**src/hdl/huff_pkg.sv**
```systemverilog
`timescale 1ns / 1ps
// ----------------------------------------------------------------------------
// huff_pkg
// Fixed field widths and limits of the Huffman code builder.
// ----------------------------------------------------------------------------
package huff_pkg;

	localparam int SYM_W      = 8;
	localparam int WEIGHT_IN_W = 16;
	localparam int CODE_W     = 31;
	localparam int LEN_W      = 5;
	localparam int PATH_W     = 27;

	localparam int unsigned CODE_MAX_LEN = 31;
	localparam logic [PATH_W-1:0] PATH_MAX = {PATH_W{1'b1}};

endpackage

```
**src/hdl/huff_ram.sv**
```systemverilog
`timescale 1ns / 1ps
// ----------------------------------------------------------------------------
// huff_ram
// Simple dual-port RAM, one write port and one registered read port.
// ----------------------------------------------------------------------------
module huff_ram #(
	parameter int WIDTH = 8,
	parameter int DEPTH = 32
) (
	input  logic                     clk,
	input  logic                     we,
	input  logic [$clog2(DEPTH)-1:0] waddr,
	input  logic [WIDTH-1:0]         wdata,
	input  logic                     re,
	input  logic [$clog2(DEPTH)-1:0] raddr,
	output logic [WIDTH-1:0]         rdata
);

	logic [WIDTH-1:0] mem_q [DEPTH];

	always_ff @(posedge clk) begin
		if (we) begin
			mem_q[waddr] <= wdata;
		end
		if (re) begin
			rdata <= mem_q[raddr];
		end
	end

endmodule

```
**src/hdl/huffman_code_builder.sv**
```systemverilog
`timescale 1ns / 1ps
// Load: one leaf per cycle while busy is low; the closing leaf (last) starts the build.
// Build: each merge creating node k scans nodes 0 to k-1 (one RAM read per scanned node).
// Codes: each stored leaf walks up the parent RAM; one strobe per stored leaf, in load order.
// Results cannot be stalled.
// Reset (arst_n low) clears control, leaf count, drop flag and parent flags; RAMs keep contents.
// ----------------------------------------------------------------------------
// huffman_code_builder
// Builds Huffman codes for a loaded leaf set with one shared min-scan unit.
// ----------------------------------------------------------------------------
module huffman_code_builder #(
	parameter int MAX_LEAVES  = 32,
	parameter int WEIGHT_BITS = 16
) (
	input  logic                            clk,
	input  logic                            arst_n,
	input  logic                            start,
	output logic                            busy,
	input  logic [huff_pkg::SYM_W-1:0]      symbol,
	input  logic [huff_pkg::WEIGHT_IN_W-1:0] weight,
	input  logic                            last,
	output logic                            res_strobe,
	output logic [huff_pkg::SYM_W-1:0]      leaf_symbol,
	output logic [huff_pkg::CODE_W-1:0]     code_bits,
	output logic [huff_pkg::LEN_W-1:0]      code_length,
	output logic [huff_pkg::PATH_W-1:0]     path_total,
	output logic                            dropped,
	output logic                            final_res
);

	// node and counter widths
	localparam int NC   = 2 * MAX_LEAVES - 1;
	localparam int NIW  = $clog2(NC);
	localparam int SAW  = $clog2(MAX_LEAVES);
	localparam int CW   = $clog2(MAX_LEAVES + 1);
	localparam int LW   = (WEIGHT_BITS < huff_pkg::WEIGHT_IN_W) ? WEIGHT_BITS
		: huff_pkg::WEIGHT_IN_W;
	localparam int NW   = LW + $clog2(MAX_LEAVES);
	localparam int LENW = $clog2(MAX_LEAVES) + 1;
	localparam int SUMW = ((NW > huff_pkg::PATH_W) ? NW : huff_pkg::PATH_W) + 1;

	typedef enum logic [2:0] {
		IDLE, SCAN, SCAN_END, MERGE, MERGE2, WSTART, WSTEP, WUP
	} state_t;

	state_t            state_q;
	logic [CW-1:0]     cnt_q;
	logic              ovf_q;
	logic [NIW-1:0]    k_q;
	logic [NIW-1:0]    scan_q;
	logic              vld_s1;
	logic [NIW-1:0]    idx_s1;
	logic [NIW-1:0]    m1_q, m2_q;
	logic              m1v_q, m2v_q;
	logic [NW-1:0]     w1_q, w2_q;
	logic [huff_pkg::PATH_W-1:0] path_q;
	logic [NC-1:0]     haspar_q;
	logic [SAW-1:0]    leaf_q;
	logic [NIW-1:0]    child_q;
	logic [LENW-1:0]   len_q;
	logic [huff_pkg::CODE_W-1:0] code_q;
	logic              emit_q;

	logic              accept;
	logic              store;
	logic [CW-1:0]     n_next;
	logic [NIW:0]      k_lim;
	logic [NW-1:0]     sum;
	logic [SUMW-1:0]   acc;
	logic [31:0]       len32;
	logic              is_final;

	// RAM ports
	logic                  sym_we, sym_re;
	logic [SAW-1:0]        sym_waddr, sym_raddr;
	logic [huff_pkg::SYM_W-1:0] sym_rdata;
	logic                  wt_we, wt_re;
	logic [NIW-1:0]        wt_waddr, wt_raddr;
	logic [NW-1:0]         wt_wdata, wt_rdata;
	logic                  par_we, par_re;
	logic [NIW-1:0]        par_waddr, par_raddr;
	logic [NIW:0]          par_wdata, par_rdata;

	assign busy     = (state_q != IDLE);
	assign accept   = start && !busy;
	assign store    = accept && (cnt_q < CW'(MAX_LEAVES));
	assign n_next   = store ? cnt_q + CW'(1) : cnt_q;
	// last merge creates node 2n - 2
	assign k_lim    = ((NIW+1)'(cnt_q) << 1) - (NIW+1)'(1);
	assign sum      = w1_q + w2_q;
	assign acc      = SUMW'(path_q) + SUMW'(sum);
	assign len32    = 32'(len_q);
	assign is_final = (CW'(leaf_q) + CW'(1)) == cnt_q;

	always_comb begin
		sym_we    = store;
		sym_waddr = cnt_q[SAW-1:0];
		sym_re    = (state_q == WSTART);
		sym_raddr = leaf_q;

		wt_we     = store || (state_q == MERGE);
		wt_waddr  = (state_q == MERGE) ? k_q : NIW'(cnt_q);
		wt_wdata  = (state_q == MERGE) ? sum : NW'(weight[LW-1:0]);
		wt_re     = (state_q == SCAN);
		wt_raddr  = scan_q;

		par_we    = (state_q == MERGE) || (state_q == MERGE2);
		par_waddr = (state_q == MERGE) ? m1_q : m2_q;
		// low bit marks a left child
		par_wdata = {k_q, (state_q == MERGE)};
		par_re    = (state_q == WSTEP) && haspar_q[child_q];
		par_raddr = child_q;
	end

	huff_ram #(.WIDTH(huff_pkg::SYM_W), .DEPTH(MAX_LEAVES)) u_sym_ram (
		.clk(clk), .we(sym_we), .waddr(sym_waddr), .wdata(symbol),
		.re(sym_re), .raddr(sym_raddr), .rdata(sym_rdata)
	);

	huff_ram #(.WIDTH(NW), .DEPTH(NC)) u_wt_ram (
		.clk(clk), .we(wt_we), .waddr(wt_waddr), .wdata(wt_wdata),
		.re(wt_re), .raddr(wt_raddr), .rdata(wt_rdata)
	);

	huff_ram #(.WIDTH(NIW + 1), .DEPTH(NC)) u_par_ram (
		.clk(clk), .we(par_we), .waddr(par_waddr), .wdata(par_wdata),
		.re(par_re), .raddr(par_raddr), .rdata(par_rdata)
	);

	always_ff @(posedge clk or negedge arst_n) begin
		if (!arst_n) begin
			state_q    <= IDLE;
			cnt_q      <= '0;
			ovf_q      <= 1'b0;
			haspar_q   <= '0;
			vld_s1     <= 1'b0;
			emit_q     <= 1'b0;
			res_strobe <= 1'b0;
		end else begin
			vld_s1     <= 1'b0;
			res_strobe <= 1'b0;

			// shared min unit: keep the two lightest parentless nodes, lower index on a tie
			if (vld_s1 && !haspar_q[idx_s1]) begin
				if (!m1v_q || (wt_rdata < w1_q)) begin
					m2_q  <= m1_q;
					w2_q  <= w1_q;
					m2v_q <= m1v_q;
					m1_q  <= idx_s1;
					w1_q  <= wt_rdata;
					m1v_q <= 1'b1;
				end else if (!m2v_q || (wt_rdata < w2_q)) begin
					m2_q  <= idx_s1;
					w2_q  <= wt_rdata;
					m2v_q <= 1'b1;
				end
			end

			unique case (state_q)
				IDLE: begin
					if (accept) begin
						cnt_q <= n_next;
						if (!store) begin
							ovf_q <= 1'b1;
						end
						if (last) begin
							path_q <= '0;
							leaf_q <= '0;
							k_q    <= NIW'(n_next);
							scan_q <= '0;
							m1v_q  <= 1'b0;
							m2v_q  <= 1'b0;
							// a single leaf needs no merge
							state_q <= (n_next == CW'(1)) ? WSTART : SCAN;
						end
					end
				end
				SCAN: begin
					vld_s1 <= 1'b1;
					idx_s1 <= scan_q;
					if (scan_q == k_q - NIW'(1)) begin
						state_q <= SCAN_END;
					end else begin
						scan_q <= scan_q + NIW'(1);
					end
				end
				SCAN_END: begin
					state_q <= MERGE;
				end
				MERGE: begin
					haspar_q[m1_q] <= 1'b1;
					haspar_q[m2_q] <= 1'b1;
					// weighted path length is the sum of all merged weights
					if (acc > SUMW'(huff_pkg::PATH_MAX)) begin
						path_q <= huff_pkg::PATH_MAX;
					end else begin
						path_q <= acc[huff_pkg::PATH_W-1:0];
					end
					state_q <= MERGE2;
				end
				MERGE2: begin
					k_q    <= k_q + NIW'(1);
					scan_q <= '0;
					m1v_q  <= 1'b0;
					m2v_q  <= 1'b0;
					state_q <= ((NIW+1)'(k_q) + (NIW+1)'(1) == k_lim) ? WSTART : SCAN;
				end
				WSTART: begin
					child_q <= NIW'(leaf_q);
					len_q   <= '0;
					code_q  <= '0;
					emit_q  <= 1'b0;
					state_q <= WSTEP;
				end
				WSTEP: begin
					if (haspar_q[child_q]) begin
						state_q <= WUP;
					end else begin
						// root reached: present the result
						res_strobe  <= 1'b1;
						leaf_symbol <= sym_rdata;
						code_bits   <= code_q;
						code_length <= (len_q == '0) ? huff_pkg::LEN_W'(1)
							: ((len32 > huff_pkg::CODE_MAX_LEN)
								? huff_pkg::LEN_W'(huff_pkg::CODE_MAX_LEN)
								: huff_pkg::LEN_W'(len_q));
						path_total  <= path_q;
						dropped     <= ovf_q;
						final_res   <= is_final;
						emit_q      <= 1'b1;
						if (is_final) begin
							cnt_q    <= '0;
							ovf_q    <= 1'b0;
							haspar_q <= '0;
							state_q  <= IDLE;
						end else begin
							leaf_q  <= leaf_q + SAW'(1);
							state_q <= WSTART;
						end
					end
				end
				WUP: begin
					child_q <= par_rdata[NIW:1];
					if ((len32 < huff_pkg::CODE_MAX_LEN) && !par_rdata[0]) begin
						code_q[huff_pkg::LEN_W'(len_q)] <= 1'b1;
					end
					len_q   <= len_q + LENW'(1);
					state_q <= WSTEP;
				end
				default: state_q <= IDLE;
			endcase
		end
	end

`ifndef SYNTHESIS
	// the final result of a run is never followed by another in the next cycle
	assert property (@(posedge clk) disable iff (!arst_n)
		res_strobe && final_res |=> !res_strobe)
		else $error("result after final result");

	// a closing transaction always starts a build
	assert property (@(posedge clk) disable iff (!arst_n)
		start && !busy && last |=> busy)
		else $error("build not started");

	// every reported code has at least one bit
	assert property (@(posedge clk) disable iff (!arst_n)
		res_strobe |-> code_length != '0)
		else $error("zero code length");

	// a result strobe is always the one marked by the emit step
	assert property (@(posedge clk) disable iff (!arst_n)
		res_strobe |-> emit_q)
		else $error("stray result strobe");
`endif

endmodule

```
**config.mk**
```make
export PLATFORM = sky130hd
export DESIGN_NAME = huffman_code_builder
export DESIGN_NICKNAME = d
export VERILOG_FILES = /design/src/hdl/huff_pkg.sv /design/src/hdl/huff_ram.sv /design/src/hdl/huffman_code_builder.sv
export SDC_FILE = /design/constraint.sdc
export NUM_CORES = 2
export LEC_CHECK = 0
export BUFFER_PORTS_ARGS = -buffer_cell sky130_fd_sc_hd__buf_2
export CAP_MARGIN = 10
export CORE_MARGIN = 1
export CORE_UTILIZATION = 63
export CTS_CLUSTER_DIAMETER = 30
export DETAILED_ROUTE_END_ITERATION = 10
export PLACE_DENSITY = 0.83
export SETUP_SLACK_MARGIN = 0.15
export SLEW_MARGIN = 0
export SYNTH_ARGS = -nofsm -noshare
export SYNTH_HDL_FRONTEND = slang
export SYNTH_SLANG_ARGS = --single-unit
```
**constraint.sdc**
```tcl
create_clock -name clk -period 5.97 [get_ports clk]
set_clock_uncertainty 0.1 [all_clocks]
set_input_delay 1.791 -clock clk [delete_from_list [all_inputs] [get_ports clk]]
set_output_delay 1.791 -clock clk [all_outputs]
set_load 0.05 [all_outputs]
```
* After elaboration in Yosys (flattened, before gate mapping)
Memory sizes are Yosys's and may differ from the RTL's. A register that Yosys moved wholly into a read port is not among the register bits.
Cells that the tools add are included.
** Storage, ports and cells
- Output and inout bits :: 75
- Memories :: 3
- Memory bits (writable) :: 2020
- Word-level logic and storage cells :: 201
- Bits of input ports :: 28
- Register bits after elaboration :: 297
** Cells by class
- Muxes and demuxes :: 79
- Eq/ne operators :: 20
- $lt $le $gt $ge :: 14
- Reduce and logical (&&, ||, !) cells :: 43
- Bitwise operators :: 4
- Add/subtract/negate cells :: 11
** Memory list
- u_wt_ram.mem_q :: depth 63, width 21, read ports 1, clocked after memory_dff 1, wr ports 1, RTL line huff_ram.sv:19 : logic [WIDTH-1:0] mem_q [DEPTH];
- u_par_ram.mem_q :: depth 63, width 7, read ports 1, clocked after memory_dff 1, wr ports 1, RTL line huff_ram.sv:19
- u_sym_ram.mem_q :: depth 32, width 8, read ports 1, clocked after memory_dff 1, wr ports 1, RTL line huff_ram.sv:19
** Operators with widths (count)
- $mux 63 :: 2
- $or 63x63->63 :: 2
- $pmux 63 s2 :: 1
- $mux 27 :: 3
- $mux 6 :: 13
- $mux 21 :: 3
- $pmux 31 s2 :: 1
- $pmux 27 s2 :: 1
- $pmux 6 s2 :: 4
- $lt 21x21->1 :: 2
- $mux 31 :: 1
- $or 31x31->31 :: 1
- $add 27x21->28 :: 1
- $gt 28x27->1 const B :: 1
- $lt 6x7->1 const B :: 4
- $mux 1 :: 27
- $mux 5 :: 5
- $add 6x1->6 const B :: 4
- $add 21x21->21 :: 1
- $mux 3 :: 7
- $pmux 3 s7 :: 1
- $ne 2x2->1 const B :: 9
- $pmux 6 s3 :: 1
- $reduce_and 3->1 :: 6
- 35 further kinds :: 70

* Logic depth before layout (Yosys ltp)
- Depth in word-level cells :: 10
- Gate-level depth with buffers :: 21
- Gate-level depth less buffers :: 20

* Hierarchy
A second synthesis with hierarchy kept.
** Unflattened totals
- Cells, all modules :: 5126
- Area, all modules :: 95773.1 sq um
** Modules (own cells, without submodules)
- huff_ram at u_wt_ram :: sequential area each 40358.7 sq um, cells each 2344, instances 1, area each 51391.8 sq um
- huff_ram at u_par_ram :: sequential area each 13452.9 sq um, cells each 871, instances 1, area each 17660.7 sq um
- huffman_code_builder :: sequential area each 8543.2 sq um, cells each 1494, instances 1, area each 16587.2 sq um
- huff_ram at u_sym_ram :: sequential area each 7927.6 sq um, cells each 417, instances 1, area each 10133.5 sq um

* Worst setup path before layout
No wires, ideal clock.
- Kind :: register -> register
- From :: register w1_q[0]
- To :: memory u_wt_ram.mem_q[0][18] (netlist bit), data pin
- Path slack :: 0.730 ns
- Data arrival time :: 4.466 ns
- Clock period less this slack :: 5.240 ns
- Cell stages (with the launch flop) :: 12
- Required time :: 5.197 ns
- Setup time :: 0.673 ns
- Buffers on the path :: 0
- Cells stage by stage :: edfxtp_1 ha_1 inv_1 fa_1 nor2b_1 o2111a_1 nor3_1 nor3_1 o31ai_1 a21o_1 inv_1 nor3_1
** Between the ends
- Cells in the longest elaborated chain, start to end :: 2
** RTL lines
- start: declaration :: RTL line huffman_code_builder.sv:55 : logic [NW-1:0] w1_q, w2_q;
- start signal: assignment :: RTL line huffman_code_builder.sv:150 : w1_q <= wt_rdata;
- $add 21x21->21 :: RTL line huffman_code_builder.sv:90 : assign sum = w1_q + w2_q;
- $mux 21 :: RTL line huffman_code_builder.sv:103 : wt_wdata = (state_q == MERGE) ? sum : NW'(weight[LW-1:0]);
- named net u_wt_ram.wdata[18] :: RTL line huff_ram.sv:13 : input logic [WIDTH-1:0] wdata,
- end: declaration :: RTL line huff_ram.sv:19
The timed path passes the listed nets, and every way through them passes these cells.

* Final worst setup path
- From :: register w1_q[1]
- To :: register path_q[26] (netlist bit), data pin
** Between the ends
- Cells in the longest elaborated chain, start to end :: 5
** RTL lines
- $add 21x21->21 * :: RTL line huffman_code_builder.sv:90
- $add 27x21->28 * :: RTL line huffman_code_builder.sv:91 : assign acc = SUMW'(path_q) + SUMW'(sum);
- $gt 28x27->1 :: RTL line huffman_code_builder.sv:194 : if (acc > SUMW'(huff_pkg::PATH_MAX)) begin
- $mux 27 * :: RTL line huffman_code_builder.sv:194
- $pmux 27 s2 * :: RTL line huffman_code_builder.sv:159 : unique case (state_q)
- end signal: assignment :: RTL line huffman_code_builder.sv:195 : path_q <= huff_pkg::PATH_MAX;
- end signal: assignment :: RTL line huffman_code_builder.sv:197 : path_q <= acc[huff_pkg::PATH_W-1:0];
- end: declaration :: RTL line huffman_code_builder.sv:56 : logic [huff_pkg::PATH_W-1:0] path_q;
Every way passes the cells marked *; elsewhere a longest branch is shown, timed or not.
A chain may end at the register's enable or synchronous reset.

==> out/qor.tcl <==
set qor(run_status) {finished with violations}
set qor(dieWidth_um) 391
set qor(cts_buffer_depth) 4
set qor(synth_cells) 4840
set qor(timing.critical_path.buf_inv) 0
set qor(route.detailed.vias_per_inst) 7.28
set qor(synth.largest_area_cell) {edfxtp_1}
set qor(grt_start_max_net_pins) 127
set qor(post_synth_and_or_nand_nor_area_fraction) 0.0335
set qor(power.leakage_nw) 37.7
set qor(worst_path_dominant_cell_family) {compound AO/OA/AOI/OAI gates}
set qor(finalWeightedCongestion) 0.927
set qor(finalHoldViolations) 0
set qor(grt_pass1_vias) 55872
set qor(fmax_ghz) 0.185
set qor(arrival_ns) 5.97
set qor(dp_hpwl_um) 136000
set qor(wirelength_um) 283000
set qor(cp_cell_sequence) {ha_1, a21o_1, a21oi_1, o21ai_0, a31oi_1, o31ai_1, a21boi_0, xnor2_1, ha_1, a21o_1, a21o_1, a21o_1, a2111oi_0, nand3_1, nand2_1, nor3b_1, o211a_1}
set qor(start_util) 0.636
set qor(mux_share_of_post_synthesis_cell_area) 0.164
set qor(std_cell_rows) 142
set qor(timing.final.crit_period_ns) 5.40
set qor(htree_num_levels) 5
set qor(setup_tns_ns) 0
set qor(power_frac_seq) 0.372
set qor(crit_required_ns) 6.54
set qor(pwr-share-clk) 0.412
set qor(slew_headroom) 0.0692
set qor(drtIter0Drc) 8965
set qor(synthFlopType) {edfxtp_1}
set qor(internal_power_mw) 39.4
set qor(finalCritPeriodShare) 0.904
set qor(core_area_um2) 150000
set qor(initial_antenna_violation_count) 9
set qor(final_count_of_negative_setup_slack_endpoints) 0
set qor(grt-ovfl-total) 0
set qor(crit_path_max_incr_delay_ns) 0.70
set qor(cpMostUsedCell) {a21o_1}
set qor(design_power_total_mw) 57.2
set qor(ys_seq_area_frac) 0.737
set qor(worstSetupStartpointType) {register}
set qor(vdd.ir_drop.worst_uv) 448
set qor(critical-path-slowest-cell) {o31ai_1}
set qor(synthArstFlopShare) 0.0319
set qor(crit_path_max_fanout) 6
set qor(number_of_top_level_pins) 103
set qor(synth_compound_gate_area_share) 0.0318
set qor(gr-usage-all-layers) 0.373
set qor(total_count_of_max_transition_violations_in_the_final_report) 0
set qor(avgSynthCellArea_um2) 19.7
set qor(dr.pass1.iters) 11
set qor(netlist-cell-type-count) 67
set qor(placement.io_buffers) 102
set qor(yosys.area.top_type_share) 0.717
set qor(power.density_nw_per_um2) 508
set qor(clk_transition_reported_paths_ns) 0.06
set qor(failed_checks) {DRC}
set qor(master_cell_of_the_clock_root_buffer) {clkbuf_16}
set qor(first_pass_grt_wire_length_um) 401000
set qor(netSwitchingFraction) 0.310
set qor(netlist_area_um2) 95400
set qor(adder_and_majority_gate_portion_of_the_synthesized_area) 0.0128
set qor(drt_drc_violations_left) 2
set qor(finalNetCount) 5365
set qor(ys_seq_elements) 2353
set qor(synth_xor_area_frac) 0.00707
set qor(crit_end_category) {register}
set qor(number_of_buffers_inserted_during_clock_tree_synthesis) 409
set qor(tritoncts) {built}
set qor(routedWlPerCell_um) 37.2
set qor(yosysWarnings) 0
set qor(dominant_combinational_cell_family_by_area_after_synthesis) {multiplexers}
set qor(fp.dieH_um) 391
set qor(net-switching-power_mw) 17.7
set qor(net_count_after_synthesis) 4964
set qor(die-area_um2) 153000
set qor(clk_latency_ns) 0.97
set qor(worstMarginPinSlew_ns) 1.37
set qor(clock_sink_count) 2353
set qor(setup_repair_after_global_routing_missed_its_margin) {false}
set qor(max_cap_viol_count) 0
set qor(layout-drive-gt1-share) 0.307
set qor(synth.area.top_cells) {edfxtp_1, mux4_2, dfrtp_1}
set qor(worstSetupPathType) {reg -> reg}
set qor(drtAntennaViolNets) 0
set qor(routed-via-count) 55278
set qor(synth_edf_count) 2278
set qor(hold_path_class) {reg -> reg}
set qor(power_share_of_the_combinational_group) 0.216
set qor(synthToLayoutAreaGrowth_pct) 18.0
set qor(finalCoreUtilization) 0.751
## flip-flops by register name (all words and copies together), names as in the netlist, 7 cells and up
name and cells:
u_wt_ram.mem_q 1323, u_par_ram.mem_q 441, u_sym_ram.mem_q 256, haspar_q 63, code_bits 31, code_q 31
path_q 27, path_total 27, u_wt_ram.rdata 21, w1_q 21, w2_q 21, leaf_symbol 8
u_sym_ram.rdata 8, u_par_ram.rdata 7
## cell usage in the layout, fill, tap and decap left out, types with 33 or more instances in the layout
cell type,netlist,final
nor2_1,312,248
clkinv_2,0,46
inv_6,0,52
o22ai_1,76,76
mux4_2,618,618
clkinvlp_4,0,48
clkbuf_16,0,416
clkinv_4,0,35
edfxtp_1,2278,2278
nand3_1,44,42
xor2_1,37,37
bufinv_16,0,41
inv_1,66,65
buf_4,1,134
xnor2_1,40,40
nand2_1,194,184
mux2_2,53,53
nor2_2,11,75
a21oi_1,194,192
ha_1,94,94
o21ai_0,83,82
buf_2,26,101
clkinv_1,0,33
mux2i_1,97,96
dfrtp_1,75,75
## per-layer routing
layer  vias to the layer above  track usage  part of all wire
met1                     27768        0.441              0.31
met3                      1333       0.0893              0.12
met2                      5384        0.613              0.49
met4                        10        0.247             0.081
met5                         -            0           0.00022
li1                      20783            -                 -
## power by group through the flow
stage / logic (mW) / clock network [mW] / registers [mW]
2_1_floorplan: 7.35 / 0 / 21.3
3_3_place_gp: 10.9 / 0 / 21.4
3_5_place_dp: 11.2 / 0 / 21.5
4_1_cts: 12.0 / 23.6 / 21.2
5_1_grt: 12.6 / 24.2 / 21.3
6_report: 12.4 / 23.6 / 21.3
## area by class of cell
| class | count | area, um^2 |
|---|---|---|
| Fill cell | 7214 | 37400 |
| Inverter | 66 | 250 |
| Antenna cell | 9 | 22.5 |
| Sequential cell | 2353 | 70300 |
| Timing Repair Buffer | 247 | 1750 |
| Clock buffer | 447 | 10500 |
| Tap cell | 2016 | 2520 |
| Multi-Input combinational cell | 2164 | 24000 |
| Clock inverter | 291 | 3170 |
## cell usage after synthesis (53+ instances only)
master / count
ha_1: 94
mux4_2: 618
clkbuf_1: 144
nor2_1: 312
inv_1: 66
nand2_1: 194
o22ai_1: 76
o21ai_0: 83
buf_1: 77
a21oi_1: 194
mux2_2: 53
mux2i_1: 97
edfxtp_1: 2278
dfrtp_1: 75
## timing repair
item | 4_1_cts | 5_1_grt
endpoints found under the setup margin | 0 | 1
gates resized for setup | 0 | 1
buffers inserted | 0 | 0
hold buffers | 0 | 0
## worst paths after layout
check | endpoint | startpoint | depth (start not counted) | slack (ns)
setup / recovery | path_q[26] | w1_q[1] | 17 | 0.57
hold / removal | leaf_symbol[4] | u_sym_ram.rdata[4] | 0 | 0.33
setup reg to reg | path_q[26] | w1_q[1] | 17 | 0.57
hold reg to reg | leaf_symbol[4] | u_sym_ram.rdata[4] | 0 | 0.33
max in group asynchronous | haspar_q[50] | arst_n | 2 | 3.98
min in group asynchronous | haspar_q[13] | arst_n | 1 | 0.75
## through the flow
stage,hold slack (ns),cell area (um^2),cells,setup slack [ns]
after floorplan,0.300,95400,4840,0.730
after global placement,0.305,98800,6845,0.956
after detailed placement,0.307,98800,6845,0.963
after CTS,0.324,113000,7583,0.534
after global routing,0.336,113000,7584,0.317
final,0.326,113000,7593,0.571
## cell families after synthesis
family          Yosys count
buf+inv                 323
mux                     774
flops                  2353
fa+ha+maj                96
compound gates          500
xor+xnor                 77
simple gates            717
Power figures use the tool's default switching activity.
